**src/design/b32d_pkg.sv**
```systemverilog
// b32d_pkg: types and constants shared by the base32 stream decoder
// no dependencies; used by the interfaces and every decoder module
`timescale 1ns / 1ps

package b32d_pkg;

  localparam logic [7:0] InvalidFrom = 8'h7F;
  localparam logic [7:0] DashChar    = 8'h2D;

  typedef enum logic [1:0] {
    STATUS_OK       = 2'd0,
    STATUS_BAD_CHAR = 2'd1,
    STATUS_BAD_LEN  = 2'd2
  } b32d_status_e;

  typedef struct packed {
    logic [7:0] symbol;
    logic       last;
  } b32d_item_t;

  typedef struct packed {
    logic [7:0]   data_byte;
    logic         byte_valid;
    logic         end_of_message;
    b32d_status_e status;
  } b32d_result_t;

  typedef struct packed {
    logic [4:0] value;
    logic       is_dash;
    logic       is_bad;
  } b32d_sym_t;

endpackage

```
**src/design/b32d_if.sv**
```systemverilog
// b32d_in_if / b32d_out_if: valid-ready channels of the base32 decoder
// depends on b32d_pkg for the beat payload types
`timescale 1ns / 1ps

interface b32d_in_if ();
  logic                valid;
  logic                ready;
  b32d_pkg::b32d_item_t payload;

  modport source (output valid, output payload, input ready);
  modport sink (input valid, input payload, output ready);
endinterface

interface b32d_out_if ();
  logic                  valid;
  logic                  ready;
  b32d_pkg::b32d_result_t payload;

  modport source (output valid, output payload, input ready);
  modport sink (input valid, input payload, output ready);
endinterface

```
**src/design/base32_stream_decoder.sv**
```systemverilog
// order: an accepted input beat waits in the input register; any result beat it yields then goes to the result register
// throughput: one input beat per cycle; the input register and the result
//   register both advance every cycle the result side is free or draining
// reset: rst_ni clears message state, discard flag and both valid flags
// base32_stream_decoder top level; depends on b32d_pkg, b32d_if,
//   b32d_sym_lut and b32d_packer
`timescale 1ns / 1ps

module base32_stream_decoder (
  input  logic              clk_i,
  input  logic              rst_ni,
  b32d_in_if.sink           in_i,
  b32d_out_if.source        out_o
);

  logic                   in_vld_q;
  b32d_pkg::b32d_item_t   in_q;
  logic                   out_vld_q;
  b32d_pkg::b32d_result_t out_q;

  logic                   adv;
  b32d_pkg::b32d_sym_t    sym;
  logic                   res_vld;
  b32d_pkg::b32d_result_t res;

  assign adv        = in_vld_q && (!out_vld_q || out_o.ready);
  assign in_i.ready = !in_vld_q || adv;

  assign out_o.valid   = out_vld_q;
  assign out_o.payload = out_q;

  b32d_sym_lut u_sym_lut (
    .ch_i  (in_q.symbol),
    .sym_o (sym)
  );

  b32d_packer u_packer (
    .clk_i     (clk_i),
    .rst_ni    (rst_ni),
    .adv_i     (adv),
    .item_i    (in_q),
    .sym_i     (sym),
    .res_vld_o (res_vld),
    .res_o     (res)
  );

  // input beat register
  always_ff @(posedge clk_i or negedge rst_ni) begin
    if (!rst_ni) begin
      in_vld_q <= 1'b0;
    end else if (in_i.valid && in_i.ready) begin
      in_vld_q <= 1'b1;
    end else if (adv) begin
      in_vld_q <= 1'b0;
    end
  end

  always_ff @(posedge clk_i) begin
    if (in_i.valid && in_i.ready) begin
      in_q <= in_i.payload;
    end
  end

  // result beat register
  always_ff @(posedge clk_i or negedge rst_ni) begin
    if (!rst_ni) begin
      out_vld_q <= 1'b0;
    end else if (adv) begin
      out_vld_q <= res_vld;
    end else if (out_o.ready) begin
      out_vld_q <= 1'b0;
    end
  end

  always_ff @(posedge clk_i) begin
    if (adv) begin
      out_q <= res;
    end
  end

endmodule

```
**src/design/b32d_sym_lut.sv**
```systemverilog
// b32d_sym_lut: maps one character to its 5-bit symbol, dash and invalid flags
// depends on b32d_pkg
`timescale 1ns / 1ps

module b32d_sym_lut (
  input  logic [7:0]          ch_i,
  output b32d_pkg::b32d_sym_t sym_o
);

  logic [4:0] idx;
  logic       is_letter;
  logic       is_digit;

  assign idx       = ch_i[4:0];
  assign is_letter = ((ch_i[7:5] == 3'b010) || (ch_i[7:5] == 3'b011)) &&
                     (idx >= 5'd1) && (idx <= 5'd26);
  assign is_digit  = (ch_i >= 8'h30) && (ch_i <= 8'h39);

  always_comb begin
    sym_o.value   = 5'd0;
    sym_o.is_dash = (ch_i == b32d_pkg::DashChar);
    sym_o.is_bad  = (ch_i >= b32d_pkg::InvalidFrom);
    if (is_digit) begin
      sym_o.value = {1'b0, ch_i[3:0]};
    end else if (is_letter) begin
      // letters skip i, l, o, u; i and l read as one
      case (idx) inside
        [5'd1:5'd8]:   sym_o.value = idx + 5'd9;
        5'd9, 5'd12:   sym_o.value = 5'd1;
        [5'd10:5'd11]: sym_o.value = idx + 5'd8;
        [5'd13:5'd14]: sym_o.value = idx + 5'd7;
        [5'd16:5'd20]: sym_o.value = idx + 5'd6;
        [5'd22:5'd26]: sym_o.value = idx + 5'd5;
        default:       sym_o.value = 5'd0;
      endcase
    end
  end

endmodule

```
**src/design/b32d_packer.sv**
```systemverilog
// b32d_packer: message state, symbol packing and end status for one beat
// depends on b32d_pkg; fed by b32d_sym_lut
`timescale 1ns / 1ps

module b32d_packer (
  input  logic                   clk_i,
  input  logic                   rst_ni,
  input  logic                   adv_i,
  input  b32d_pkg::b32d_item_t   item_i,
  input  b32d_pkg::b32d_sym_t    sym_i,
  output logic                   res_vld_o,
  output b32d_pkg::b32d_result_t res_o
);

  logic [6:0]  acc_q, acc_d;
  logic [2:0]  bits_q, bits_d;
  logic [2:0]  cnt_q, cnt_d;
  logic        disc_q, disc_d;

  logic [11:0] acc_sh;
  logic [3:0]  bits_sum;
  logic [2:0]  bits_left;
  logic [11:0] keep_mask;
  logic [11:0] byte_sh;
  logic [2:0]  cnt_inc;

  always_comb begin
    acc_sh    = {acc_q, sym_i.value};
    bits_sum  = {1'b0, bits_q} + 4'd5;
    bits_left = bits_sum[2:0];
    keep_mask = (12'd1 << bits_left) - 12'd1;
    byte_sh   = acc_sh >> bits_left;
    cnt_inc   = cnt_q + 3'd1;
  end

  always_comb begin
    acc_d     = acc_q;
    bits_d    = bits_q;
    cnt_d     = cnt_q;
    disc_d    = disc_q;
    res_vld_o = 1'b0;
    res_o     = '{data_byte: 8'd0, byte_valid: 1'b0, end_of_message: 1'b0,
                  status: b32d_pkg::STATUS_OK};
    if (disc_q) begin
      disc_d = !item_i.last;
    end else if (sym_i.is_bad) begin
      acc_d     = 7'd0;
      bits_d    = 3'd0;
      cnt_d     = 3'd0;
      disc_d    = !item_i.last;
      res_vld_o = 1'b1;
      res_o.end_of_message = 1'b1;
      res_o.status         = b32d_pkg::STATUS_BAD_CHAR;
    end else begin
      if (!sym_i.is_dash) begin
        cnt_d = cnt_inc;
        if (bits_sum[3]) begin
          bits_d           = bits_left;
          acc_d            = acc_sh[6:0] & keep_mask[6:0];
          res_o.data_byte  = byte_sh[7:0];
          res_o.byte_valid = 1'b1;
        end else begin
          bits_d = bits_left;
          acc_d  = acc_sh[6:0];
        end
      end
      res_vld_o = res_o.byte_valid;
      if (item_i.last) begin
        res_vld_o            = 1'b1;
        res_o.end_of_message = 1'b1;
        if (cnt_d inside {3'd1, 3'd3, 3'd6}) begin
          res_o.status = b32d_pkg::STATUS_BAD_LEN;
        end
        acc_d  = 7'd0;
        bits_d = 3'd0;
        cnt_d  = 3'd0;
      end
    end
  end

  always_ff @(posedge clk_i or negedge rst_ni) begin
    if (!rst_ni) begin
      acc_q  <= 7'd0;
      bits_q <= 3'd0;
      cnt_q  <= 3'd0;
      disc_q <= 1'b0;
    end else if (adv_i) begin
      acc_q  <= acc_d;
      bits_q <= bits_d;
      cnt_q  <= cnt_d;
      disc_q <= disc_d;
    end
  end

`ifndef ASSERT_OFF
  a_bad_char_discards: assert property (@(posedge clk_i) disable iff (!rst_ni)
    adv_i && !disc_q && sym_i.is_bad && !item_i.last |=> disc_q)
    else $error("invalid character did not start discarding");

  a_error_ends_message: assert property (@(posedge clk_i) disable iff (!rst_ni)
    res_vld_o && (res_o.status != b32d_pkg::STATUS_OK) |-> res_o.end_of_message)
    else $error("error status without end of message");

  a_last_clears_state: assert property (@(posedge clk_i) disable iff (!rst_ni)
    adv_i && item_i.last |=> (acc_q == 7'd0) && (bits_q == 3'd0) && (cnt_q == 3'd0))
    else $error("message state not cleared after last beat");
`endif

endmodule

```
**src/flat_wrapper.sv**
```systemverilog
// flat-port wrapper written by rule: the top's interface ports become plain ports
module base32_stream_decoder_flat 
  (clk_i, rst_ni, in_i_valid, in_i_payload, in_i_ready, out_o_valid, out_o_payload, out_o_ready);
  b32d_in_if in_i_i ();
  b32d_out_if out_o_i ();
  input  logic clk_i;
  input  logic rst_ni;
  input wire logic [$bits(in_i_i.valid)-1:0] in_i_valid;
  input wire logic [$bits(in_i_i.payload)-1:0] in_i_payload;
  output wire logic [$bits(in_i_i.ready)-1:0] in_i_ready;
  output wire logic [$bits(out_o_i.valid)-1:0] out_o_valid;
  output wire logic [$bits(out_o_i.payload)-1:0] out_o_payload;
  input wire logic [$bits(out_o_i.ready)-1:0] out_o_ready;
  assign in_i_i.valid = in_i_valid;
  assign in_i_i.payload = in_i_payload;
  assign in_i_ready = in_i_i.ready;
  assign out_o_valid = out_o_i.valid;
  assign out_o_payload = out_o_i.payload;
  assign out_o_i.ready = out_o_ready;
  base32_stream_decoder u_core (.clk_i(clk_i), .rst_ni(rst_ni), .in_i(in_i_i), .out_o(out_o_i));
endmodule
```
**config.mk**
```make
export PLATFORM = sky130hd
export DESIGN_NAME = base32_stream_decoder_flat
export DESIGN_NICKNAME = d
export VERILOG_FILES = /design/src/design/b32d_pkg.sv /design/src/design/b32d_if.sv /design/src/design/base32_stream_decoder.sv /design/src/design/b32d_sym_lut.sv /design/src/design/b32d_packer.sv /design/src/flat_wrapper.sv
export SDC_FILE = /design/constraint.sdc
export NUM_CORES = 1
export LEC_CHECK = 0
export ABC_CLOCK_PERIOD_IN_PS = 3700
export BUFFER_PORTS_ARGS = -buffer_cell sky130_fd_sc_hd__buf_4
export CORE_UTILIZATION = 30
export CTS_CLUSTER_DIAMETER = 100
export DETAILED_ROUTE_END_ITERATION = 12
export GPL_ROUTABILITY_DRIVEN = 0
export PLACE_DENSITY_LB_ADDON = 0.15
export REMOVE_ABC_BUFFERS = 1
export SLEW_MARGIN = 20
export SYNTH_ARGS = -nofsm -noshare
export SYNTH_HDL_FRONTEND = slang
export SYNTH_SLANG_ARGS = --single-unit
```
**constraint.sdc**
```tcl
create_clock -name clk_i -period 3.7 [get_ports clk_i]
set_input_delay 0 -clock clk_i [delete_from_list [all_inputs] [get_ports clk_i]]
set_output_delay 0 -clock clk_i [all_outputs]
set_load 0.01 [all_outputs]
```
# Yosys cells after proc, flatten, opt, wreduce, memory -nomap -nowiden
# Cells that the tools add are included.
dict set report totals {
  ff_bits 37
  latchBits 0
  mem_bits_rw 0
  romBits 0
  inputBits 13
  word_cells 108
  mem_count 0
}
dict set report op_classes {
  add_sub_neg 8
  n_mul 0
  div_mod_pow 0
  magnitude_cmp 13
  n_eq_ne 9
  shifts 2
  mux 34
  n_bitwise 4
  reduce_logical 25
}
# operator count
set op_table {}
lappend op_table {{$mux 5} 8}
lappend op_table {{$mux 3} 10}
lappend op_table {{$mux 7} 4}
lappend op_table {{$add 5x3->5 const B} 3}
lappend op_table {{$le 5x4->1 const B} 3}
lappend op_table {{$shr 12x3->8} 1}
lappend op_table {{$mux 1} 11}
lappend op_table {{$add 5x4->5 const B} 2}
lappend op_table {{$eq 5x4->1 const B} 2}
lappend op_table {{$ge 5x4->1 const B} 2}
lappend op_table {{$ge 5x5->1 const B} 2}
lappend op_table {{$le 5x5->1 const B} 2}
lappend op_table {{$logic_and 1x1->1} 10}
lappend op_table {{$eq 3x2->1 const B} 3}
lappend op_table {{$eq 8x6->1 const B} 1}
lappend op_table {{$ge 8x6->1 const B} 1}
lappend op_table {{$ge 8x7->1 const B} 1}
lappend op_table {{$le 8x6->1 const B} 1}
lappend op_table {{$and 7x7->7} 1}
lappend op_table {{$shl 1x3->7 const A} 1}
lappend op_table {{$sub 7x1->7 const B} 1}
lappend op_table {{$ge 5x1->1 const B} 1}
lappend op_table {{$add 3x3->4 const B} 1}
lappend op_table {{$reduce_bool 2->1} 2}
lappend op_table {{14 further kinds} 21}

# Depth between registers and ports, before layout
# Gate-level depths: netlist of run 1.
dict set report depth {
  ltp_word 15
  depth_mapped 11
}

# Hierarchy
# Synthesis of run 1 repeated with hierarchy kept, for this count alone.
dict set report hier_totals {
  hier_cells 306
  area_unflattened_um2 2949.1
}
# mod instances cells_per_inst area_per_inst_um2 seq_area_each_um2
set by_module_without_submodules {}
lappend by_module_without_submodules {b32d_packer 1 154 1320.0 350.3}
lappend by_module_without_submodules {b32d_sym_lut 1 122 892.1 0.0}
lappend by_module_without_submodules {base32_stream_decoder 1 30 737.0 680.7}

# Least setup slack after synthesis of run 1
# OpenSTA, ideal clock, no wires.
dict set report synth_timing {
  path_type {flip-flop to flip-flop}
  from {register u_core.in_q[3] (netlist name)}
  to {register u_core.out_q (netlist bit u_core.out_o.payload[4]) (data pin)}
  setup_time_ns 0.274
  t_arrival_ns 2.723
  path_slack_ns 0.703
  path_stages_with_launch 12
  path_buffers 2
  period_less_slack_ns 2.997
  path_cell_list {edfxtp_1 -> buf_6 -> buf_2 -> inv_1 -> ha_1 -> mux2_2 -> a211oi_1 -> a2111oi_0 -> a41oi_1 -> a211oi_1 -> a311oi_1 -> a221oi_2}
}
dict set report synth_via {
  elab_chain_cells 11
}
# element line
set synth_lines {}
lappend synth_lines {{from (decl)} base32_stream_decoder.sv:17} ;# b32d_pkg::b32d_item_t in_q;
lappend synth_lines {{from (signal assigned)} base32_stream_decoder.sv:60} ;# in_q <= in_i.payload;
lappend synth_lines {{$ge 5x5->1 (no line) or $le 5x5->1 (tied branches)} --}
lappend synth_lines {{$logic_and 1x1->1 (no line)} --}
lappend synth_lines {{$mux 5 (6 in a row)} b32d_sym_lut.sv:27} ;# case (idx) inside
lappend synth_lines {{$mux 5} b32d_sym_lut.sv:25} ;# end else if (is_letter) begin
lappend synth_lines {{$mux 5} b32d_sym_lut.sv:23} ;# if (is_digit) begin
lappend synth_lines {{$shr 12x3->8} b32d_packer.sv:32} ;# byte_sh = acc_sh >> bits_left;
lappend synth_lines {{to (signal assigned)} base32_stream_decoder.sv:77} ;# out_q <= res;
lappend synth_lines {{to (decl)} base32_stream_decoder.sv:19} ;# b32d_pkg::b32d_result_t out_q;
# Parallel ways exist; a longest one is shown, timed or not.
# A chain may end at the register's enable or synchronous reset.

# Worst setup path after layout of run 1
dict set report layout_timing {
  from {register u_core.in_q[2] (netlist name)}
  to {register u_core.out_q (netlist bit u_core.out_o.payload[4]) (data pin)}
}
# The elaborated chain is that of the path after synthesis.

==> results.cfg, run 1 <==
[run_status]
status = finished, final reports clean

[layout]
nFillCells = 946
area_delta_synth_final_pct = 21.72
final_nets = 405
design_area_mm2 = 0.003611
instances_no_fill = 502
antenna_cells = 0
layout-drive-gt1-share_pct = 17.69
final_core_util_pct = 38.35
final_cell_mix = 43 x buf_4, 28 x nand2_1, 27 x nor2_1, 22 x o21ai_0, 21 x edfxtp_1
final_common_cell = buf_4

[pwr]
p_switching_mw = 0.7991
comb_power_share_pct = 51.4
vdd_drop_max_uv = 203.6
power_mw = 1.907
p_seq_share_pct = 30.5
internal_power_mw = 1.107
swShare_pct = 41.91
p_leak_nw = 1.410
cellPowerDensity_mw_per_mm2 = 528.0
p_clk_share_pct = 18.1

[timing]
drv_slew = 0
relSlewSlack_pct = 60.80
fin_crit_ns = 3.221
holdWs_ns = 0.1035
rsz0062_at_grt = false
skew_ns = 0.009685
finalWorstSetupSlack_ns = 0.4794
clock.fmax_mhz = 310.5
setup_viol = 0
period_share_pct = 87.04
worst_pin_slew_ns = 0.5819
timing.final.hold_violations = 0
final.setup.tns_ns = 0

[floorplan]
row_count = 35
fp.coreArea_mm2 = 0.009415
die_h_um = 101.4
ioPinCount = 27
dieArea_mm2 = 0.01029
start_util_pct = 31.51
die_w_um = 101.4

[critical_path]
cpMostUsedCell = o21ai_0
r2r_start = u_core.in_q[2]$_DFFE_PP_
reg2regPathDepth = 9
end_kind = register
start_kind = register
r2r_slack_ns = 0.48
critPathMaxStageDelay_ns = 0.50
crit_path_end = u_core.out_o.payload[4]$_SDFFCE_PP0P_
required_ns = 3.72
crit_type = reg -> reg
cp_cell_sequence = inv_1, ha_1, and3b_1, o21ai_0, o21ai_0, o2111ai_1, a32oi_2, a311oi_1, a221oi_2
startpoint = u_core.in_q[2]$_DFFE_PP_
cp.arrival_ns = 3.25
critPathMaxFanout = 10
r2r_end = u_core.out_o.payload[4]$_SDFFCE_PP0P_
slowest_stage = edfxtp_1

[detailed_routing]
first_pass_iters = 5
viasPerCell = 5.470
initialDrtViolationCount = 246
routed-via-count = 2746
drc = 0
antenna_left = 0
drt_wl_total_mm = 7.903
wl_per_cell_um = 15.74

[run]
cap_violations = 0

[clock_tree]
post_cts_resized = 0
clk_latency_ns = 0.29
cts_buffers = 5
clk_pin_slew_ns = 0.08
cts_root_buf = clkbuf_8
cts_tree = yes
cts.path.max_buffers = 2
cts.sinks = 37
cts_max_level = 2
cts_setup_buffers = 0

[synthesis]
synthSimpleGateAreaFrac_pct = 19.32
synth_compound_area_share_pct = 25.90
synth_fa_ha_area_share_pct = 8.435
syn_inst = 324
ys.flop_type = edfxtp_1
synth.avg_cell_area_um2 = 9.156
synth_mux_area_share_pct = 3.922
netlist_area_mm2 = 0.002967
synth_xor_area_share_pct = 3.543
ys_types = 68
ys_ff_latch = 37
synth_warnings = 0
synth_top_family_by_area = compound AO/OA/AOI/OAI gates
asyncSetResetFlopFracSynth_pct = 43.24
synth-edff-count = 21
ys_seq_area_share_pct = 34.75

[global_route]
grt_max_degree = 20
track_usage_pct = 16.32
grt_pass1_vias = 2614
overflow = 0
antenna_found_initial = 0
grt_pass1_wl_mm = 12.97

[place]
portBuffers = 26
post-place-cells = 482
pre_cts_ws_ns = 0.5730
place_hpwl_mm = 5.871
placed_area_mm2 = 0.003385

[hold_path]
worstHoldPathType = in -> async
## cell usage after synthesis (all sizes together), types with 3 or more instances
cell / instances / area (µm²)
o2111ai: 4 / 35.03
a32oi: 3 / 33.79
xnor2: 9 / 78.83
clkbuf: 7 / 26.28
dfrtp: 16 / 400.4
a211oi: 7 / 52.55
a221oi: 3 / 32.53
nand2: 28 / 105.1
nand3b: 3 / 22.52
edfxtp: 21 / 630.6
or4b: 3 / 33.78
nand4: 4 / 25.02
a31oi: 6 / 37.54
and2: 5 / 31.28
inv: 15 / 56.30
o31ai: 3 / 41.29
ha: 20 / 250.2
buf: 7 / 40.03
nand2b: 6 / 37.54
mux2i: 6 / 60.06
o21ai: 24 / 120.1
a32o: 5 / 50.05
o211ai: 5 / 37.54
mux2: 5 / 56.30
nand3: 4 / 20.02
nor3: 11 / 55.05
nor2: 28 / 107.6
nor2b: 6 / 37.54
a22o: 3 / 26.28
xor2: 3 / 26.28
a2111oi: 3 / 32.53
a21oi: 20 / 100.1
a311oi: 3 / 26.28
## routing by layer
metal | track usage, % | wire length [µm]
met3 | 2.968 | 397
met1 | 21.17 | 3722
met4 | 7.246 | 231
met2 | 26.53 | 3550
met5 | 0 | 0
## worst max-delay path, delay by kind of cell, from the launching register on
kind	cells	cell delay (ns)
adder cells (fa/ha/maj)	1	0.31
AO/OA/AOI/OAI	6	1.69
buffers and inverters	1	0.24
AND/OR/NAND/NOR	1	0.21
flip-flops	1	0.50
## area by class of cell
cell class              instances  area [µm²]  share of cell area, %
flip-flops and latches         37        1031                  28.55
well taps                     129       161.4                  4.470
multi-input cells             258        1813                  50.21
inverters                      15       56.30                  1.559
clock buffers                   6       72.57                  2.010
clock inverters                 2       33.78                 0.9356
repair buffers                 55       442.9                  12.27
## worst min-delay path by stage
stage / endpoint / cells past startpoint / slack, ns / from
2_1_floorplan: u_core.in_vld_q$_DFFE_PN0P_ / 0 / -0.30 / rst_ni
3_3_place_gp: u_core.u_packer.acc_q[5]$_DFFE_PN0P_ / 1 / -0.12 / rst_ni
3_5_place_dp: u_core.u_packer.bits_q[2]$_DFFE_PN0P_ / 1 / -0.12 / rst_ni
4_1_cts: u_core.u_packer.bits_q[0]$_DFFE_PN0P_ / 2 / 0.10 / rst_ni
5_1_grt: u_core.u_packer.bits_q[0]$_DFFE_PN0P_ / 2 / 0.12 / rst_ni
6_report: u_core.u_packer.cnt_q[0]$_DFFE_PN0P_ / 2 / 0.10 / rst_ni
## cells by family after synthesis
kind of cell	count (synthesis)
AND/OR/NAND/NOR	109
buffers and inverters	29
XOR/XNOR	12
AO/OA/AOI/OAI	106
multiplexers	11
flip-flops	37
adder cells (fa/ha/maj)	20
## state kept, by name (all words and copies together) (netlist names)
register,cells
u_core.out_o.valid,1
u_core.in_q,9
u_core.in_vld_q,1
u_core.out_o.payload,12
u_core.u_packer.disc_q,1
u_core.u_packer.acc_q,7
u_core.u_packer.bits_q,3
u_core.u_packer.cnt_q,3
## power groups by stage
stage | sequential [mW] | combinational, mW | clock [mW]
CTS | 0.582 | 0.980 | 0.358
finish | 0.582 | 0.980 | 0.345
floorplan | 0.616 | 0.603 | 0
global placement | 0.589 | 0.970 | 0
detailed placement | 0.590 | 0.966 | 0
global route | 0.595 | 1.08 | 0.377
## timing repair
| item | in CTS | in global routing |
|---|---|---|
| endpoints found under the setup margin | 0 | 0 |
| hold buffers | 12 | 0 |
| hold endpoints to repair | 27 | 0 |
Power figures use the tool's default switching activity.
==> inputs of run 2 (changes only) <==
Settings changed: CORE_UTILIZATION 30 to 60, REMOVE_ABC_BUFFERS 1 to not set.
==> run 2 against run 1 <==
Against the previous run: utilization rose by 35 points; clock skew fell by 0.0015 ns; clock-buffer cell count rose by 1; final cell count fell by 13%; clock power fell by 9.9%; critical path type unchanged.
==> results.cfg, run 2 (synthesis gave the netlist of run 1 again) <==
[timing]
timing.final.hold_violations = 0
period_share_pct = 88.79
setup_viol = 0
rsz0062_at_grt = false
final.setup.tns_ns = 0
skew_ns = 0.008151
worst_pin_slew_ns = 0.8559
fin_crit_ns = 3.285
drv_slew = 0
clock.fmax_mhz = 304.4
relSlewSlack_pct = 42.73

[critical_path]
cp.arrival_ns = 3.32
cp_cell_sequence = inv_1, ha_1, or4b_4, a32oi_1, a31oi_1, o21ai_1, a32oi_2, a311oi_1, a221oi_2
r2r_end = u_core.out_o.payload[4]$_SDFFCE_PP0P_
required_ns = 3.73
slowest_stage = edfxtp_1
r2r_slack_ns = 0.41
crit_type = reg -> reg
cp_top_family = compound AO/OA/AOI/OAI gates
reg2regPathDepth = 9
crit_buf_inv = 1
critPathMaxFanout = 10
end_kind = register
r2r_start = u_core.in_q[2]$_DFFE_PP_
worstSetupPathDepth = 9
crit_path_end = u_core.out_o.payload[4]$_SDFFCE_PP0P_
start_kind = register
critPathMaxStageDelay_ns = 0.54
startpoint = u_core.in_q[2]$_DFFE_PP_

[pwr]
vdd_drop_max_uv = 406.9
p_leak_nw = 1.382
cellPowerDensity_mw_per_mm2 = 527.6

[floorplan]
fp.coreArea_mm2 = 0.004755
die_w_um = 72.32
die_h_um = 72.32
dieArea_mm2 = 0.005229
ioPinCount = 27
start_util_pct = 62.39
row_count = 25

[place]
place_hpwl_mm = 5.158
portBuffers = 26

[layout]
area_delta_synth_final_pct = 17.67
largest_reg_flops = 12
nFillCells = 364
layout-drive-gt1-share_pct = 17.07
final_cell_mix = 39 x buf_4, 28 x nand2_1, 27 x nor2_1, 22 x o21ai_0, 21 x edfxtp_1
final_nets = 401
final_common_cell = buf_4
final_core_util_pct = 73.42
antenna_cells = 0

[clock_tree]
cts.path.max_buffers = 2
post_cts_resized = 0
clk_latency_ns = 0.30
cts_root_buf = clkbuf_8
cts_buffers = 5
cts_tree = yes
cts.sinks = 37
clk_pin_slew_ns = 0.08
cts_max_level = 2

[synthesis]
syn-num-nets = 357

[global_route]
grt_max_degree = 20
grt_pass1_wl_mm = 12.45
overflow = 0
antenna_found_initial = 0
track_usage_pct = 30.89
grt_pass1_vias = 2620

[detailed_routing]
first_pass_iters = 6
routed-via-count = 2846
antenna_left = 0
viasPerCell = 6.528
drt_wl_total_mm = 7.563
drc = 0
wl_per_cell_um = 17.35
initialDrtViolationCount = 397

[hold_path]
worstHoldPathType = in -> async

[run]
cap_violations = 0

[run_status]
status = finished, final reports clean
## run 2: cell types whose count changed in the layout (fill, tap and decap cells not counted)
cell / change
buf_4: -4
bufinv_16: -1
clkbuf_8: +1
clkinv_1: -1
clkinvlp_4: +1
## run 2: worst min path at each step
stage | from | end | slack [ns]
finish | rst_ni | u_core.in_vld_q$_DFFE_PN0P_ | 0.11
global route | rst_ni | u_core.in_vld_q$_DFFE_PN0P_ | 0.12
CTS | rst_ni | u_core.in_vld_q$_DFFE_PN0P_ | 0.11
detailed placement | rst_ni | u_core.u_packer.acc_q[4]$_DFFE_PN0P_ | -0.13
global placement | rst_ni | u_core.u_packer.acc_q[2]$_DFFE_PN0P_ | -0.13
floorplan | rst_ni | u_core.in_vld_q$_DFFE_PN0P_ | -0.30
## run 2: layout make-up
| class | count | area, µm² | area share [%] |
|---|---|---|---|
| multi-input cells | 258 | 1813 | 51.94 |
| flip-flops and latches | 37 | 1031 | 29.53 |
| repair buffers | 51 | 412.9 | 11.83 |
| clock buffers | 7 | 86.33 | 2.473 |
| well taps | 67 | 83.83 | 2.401 |
| inverters | 15 | 56.30 | 1.613 |
| clock inverters | 1 | 7.507 | 0.2151 |
## run 2: power breakdown
| part | leakage, nW | switching [mW] | total [mW] | internal [mW] |
|---|---|---|---|---|
| combinational | 0.915 | 0.580 | 0.947 | 0.366 |
| clock | 0.0445 | 0.159 | 0.311 | 0.152 |
| sequential | 0.422 | 0.0661 | 0.584 | 0.518 |
| total | 1.38 | 0.806 | 1.84 | 1.04 |
## run 2: metrics by stage
stage | instance area (µm²) | worst slack, ns | std cells | hold slack (ns) | total power [mW]
finish | 3491 | 0.4149 | 436 | 0.1119 | 1.842
floorplan | 2967 | 0.7033 | 324 | -0.2956 | 1.247
CTS | 3491 | 0.5160 | 436 | 0.1118 | 1.808
global placement | 3277 | 0.5801 | 416 | -0.1308 | 1.482
global route | 3491 | 0.2019 | 436 | 0.1156 | 1.967
detailed placement | 3277 | 0.5187 | 416 | -0.1295 | 1.492
## run 2: worst register-to-register path, delay by kind of cell, from the launching register on
family                     cells  cell delay [ns]
buffers and inverters          1             0.33
adders and majority gates      1             0.29
DFF                            1             0.54
and+or+nand+nor                1             0.49
AOI/OAI and AO/OA              6             1.38
## run 2: timing repair
| item | 4_1_cts | 5_1_grt |
|---|---|---|
| endpoints found under the hold margin | 27 | 0 |
| hold buffers | 12 | 0 |
| buffers inserted | 0 | 0 |
## run 2: routing by layer
layer / vias up / global-route usage [%] / share of wire (%) / wire length (µm)
li1: 1332 / - / - / -
met1: 1332 / 42.34 / 44 / 3309
met2: 158 / 48.70 / 45 / 3421
met3: 24 / 6.806 / 8.7 / 658
met4: 0 / 10.24 / 2.3 / 174
met5: - / 0 / 0 / 0
==> inputs of run 3 (changes only) <==
Settings changed: CELL_PAD_IN_SITES_DETAIL_PLACEMENT set to 1, CELL_PAD_IN_SITES_GLOBAL_PLACEMENT set to 1, CORE_UTILIZATION 60 to 46.
==> run 3 against run 2 <==
Against the previous run: global-route usage decreased by 1.9 points; sequential power about the same; fmax decreased by 6.8%; largest power group unchanged; setup slack got worse by 0.24 ns; critical path depth unchanged; clock power decreased by 5%; largest cell class unchanged; first-iteration DRC count decreased by 46%.
==> results.cfg, run 3 (synthesis gave the netlist of run 1 again) <==
[layout]
layout-drive-gt1-share_pct = 16.80
final_nets = 401
seqCellArea_mm2 = 0.001031
final_common_cell = buf_4
multiInputGateArea_mm2 = 0.001813
nFillCells = 713
antenna_cells = 0
area_delta_synth_final_pct = 17.67
final_cell_mix = 39 x buf_4, 28 x nand2_1, 27 x nor2_1, 22 x o21ai_0, 21 x edfxtp_1
largest_reg_flops = 12

[pwr]
swShare_pct = 45.09
comb_power_share_pct = 52.3
power_mw = 1.847
vdd_drop_max_uv = 406.4
p_switching_mw = 0.8327
cellPowerDensity_mw_per_mm2 = 529.0
p_seq_share_pct = 31.6
p_leak_nw = 1.376
internal_power_mw = 1.014
p_clk_share_pct = 16.1

[synthesis]
syn-num-nets = 357

[timing]
setup_viol = 0
timing.final.hold_violations = 0
finalWorstSetupSlack_ns = 0.1763
relSlewSlack_pct = 46.87
clock.fmax_mhz = 283.8
rsz0062_at_grt = false
holdWs_ns = 0.09834
period_share_pct = 95.23
final.setup.tns_ns = 0
fin_crit_ns = 3.524
worst_pin_slew_ns = 0.7886
skew_ns = 0.009420
drv_slew = 0

[critical_path]
cpMostUsedCell = o21ai_0
slowest_stage = o21ai_0
crit_type = reg -> reg
critPathMaxStageDelay_ns = 0.64
required_ns = 3.74
critPathMaxFanout = 10
cp_cell_sequence = inv_1, ha_1, and3b_1, o21ai_0, o21ai_0, o2111ai_1, a32oi_2, a311oi_1, a221oi_2
end_kind = register
cp_top_family = compound AO/OA/AOI/OAI gates
cp.arrival_ns = 3.57
start_kind = register
crit_buf_inv = 1

[floorplan]
start_util_pct = 48.95
die_h_um = 82.31
row_count = 28
ioPinCount = 27
dieArea_mm2 = 0.006774
die_w_um = 82.31
fp.coreArea_mm2 = 0.006061

[place]
pre_cts_ws_ns = 0.3050
portBuffers = 26
place_hpwl_mm = 6.443

[detailed_routing]
drt_wl_total_mm = 9.100
wl_per_cell_um = 20.50
viasPerCell = 6.426
drc = 0
initialDrtViolationCount = 215
routed-via-count = 2853
antenna_left = 0
first_pass_iters = 5

[global_route]
grt_pass1_wl_mm = 14.40
overflow = 0
grt_max_degree = 20
grt_pass1_vias = 2764
track_usage_pct = 28.98
antenna_found_initial = 0

[clock_tree]
clk_latency_ns = 0.30
cts_tree = yes
cts_root_buf = clkbuf_8
cts_buffers = 5
cts_max_level = 2
cts.sinks = 37
cts.path.max_buffers = 2
clk_pin_slew_ns = 0.09

[run]
cap_violations = 0

[hold_path]
worstHoldPathType = in -> async

[run_status]
status = finished, final reports clean
## run 3: cell types whose count changed in the layout (fill, tap and decap cells not counted)
cell,delta
clkbuf_8,-1
clkbuf_1,+1
## run 3: power groups by stage
stage          clock network (mW)  registers [mW]  logic, mW
2_1_floorplan                   0           0.591      0.656
3_3_place_gp                    0           0.585      0.920
3_5_place_dp                    0           0.590      0.940
4_1_cts                     0.293           0.583      0.958
5_1_grt                     0.311           0.594       1.06
6_report                    0.297           0.583      0.967
## run 3: area by class of cell
cell class / instances / area share, %
Tap cell: 75 / 2.688
Multi-Input combinational cell: 258 / 51.94
Inverter: 15 / 1.613
Timing Repair Buffer: 51 / 11.83
Clock inverter: 1 / 0.2151
Clock buffer: 7 / 2.186
Sequential cell: 37 / 29.53
## run 3: timing repair
action	in CTS	in global routing
setup buffers	0	0
hold endpoints to repair	27	0
resized for setup	0	0
hold buffers	12	0
## run 3: worst paths after layout
check / startpoint / endpoint / slack, ns / cells after the start
min reg2reg: u_core.in_q[0]$_DFFE_PP_ / u_core.u_packer.disc_q$_DFFE_PN0P_ / 0.52 / 1
max in group asynchronous: rst_ni / u_core.in_vld_q$_DFFE_PN0P_ / 3.40 / 2
min in group clk_i: in_i_payload[5] / u_core.in_q[5]$_DFFE_PP_ / 0.43 / 2
max: u_core.in_q[2]$_DFFE_PP_ / u_core.out_o.payload[4]$_SDFFCE_PP0P_ / 0.18 / 9
min: rst_ni / u_core.u_packer.acc_q[4]$_DFFE_PN0P_ / 0.1 / 2
max reg2reg: u_core.in_q[2]$_DFFE_PP_ / u_core.out_o.payload[4]$_SDFFCE_PP0P_ / 0.18 / 9
## run 3: layer usage
layer | share of wire (%) | global-route usage, %
met1 | 45 | 37.99
met2 | 48 | 49.59
met3 | 5.4 | 4.835
met4 | 0.77 | 6.667
met5 | 0 | 0
## run 3: metrics by stage
step / instance area, µm² / std cells / utilization [%]
6_report: 3491 / 444 / 57.60
5_1_grt: 3491 / 444 / 57.60
4_1_cts: 3491 / 444 / 57.60
3_5_place_dp: 3287 / 424 / 54.23
3_3_place_gp: 3287 / 424 / 54.23
2_1_floorplan: 2967 / 324 / -
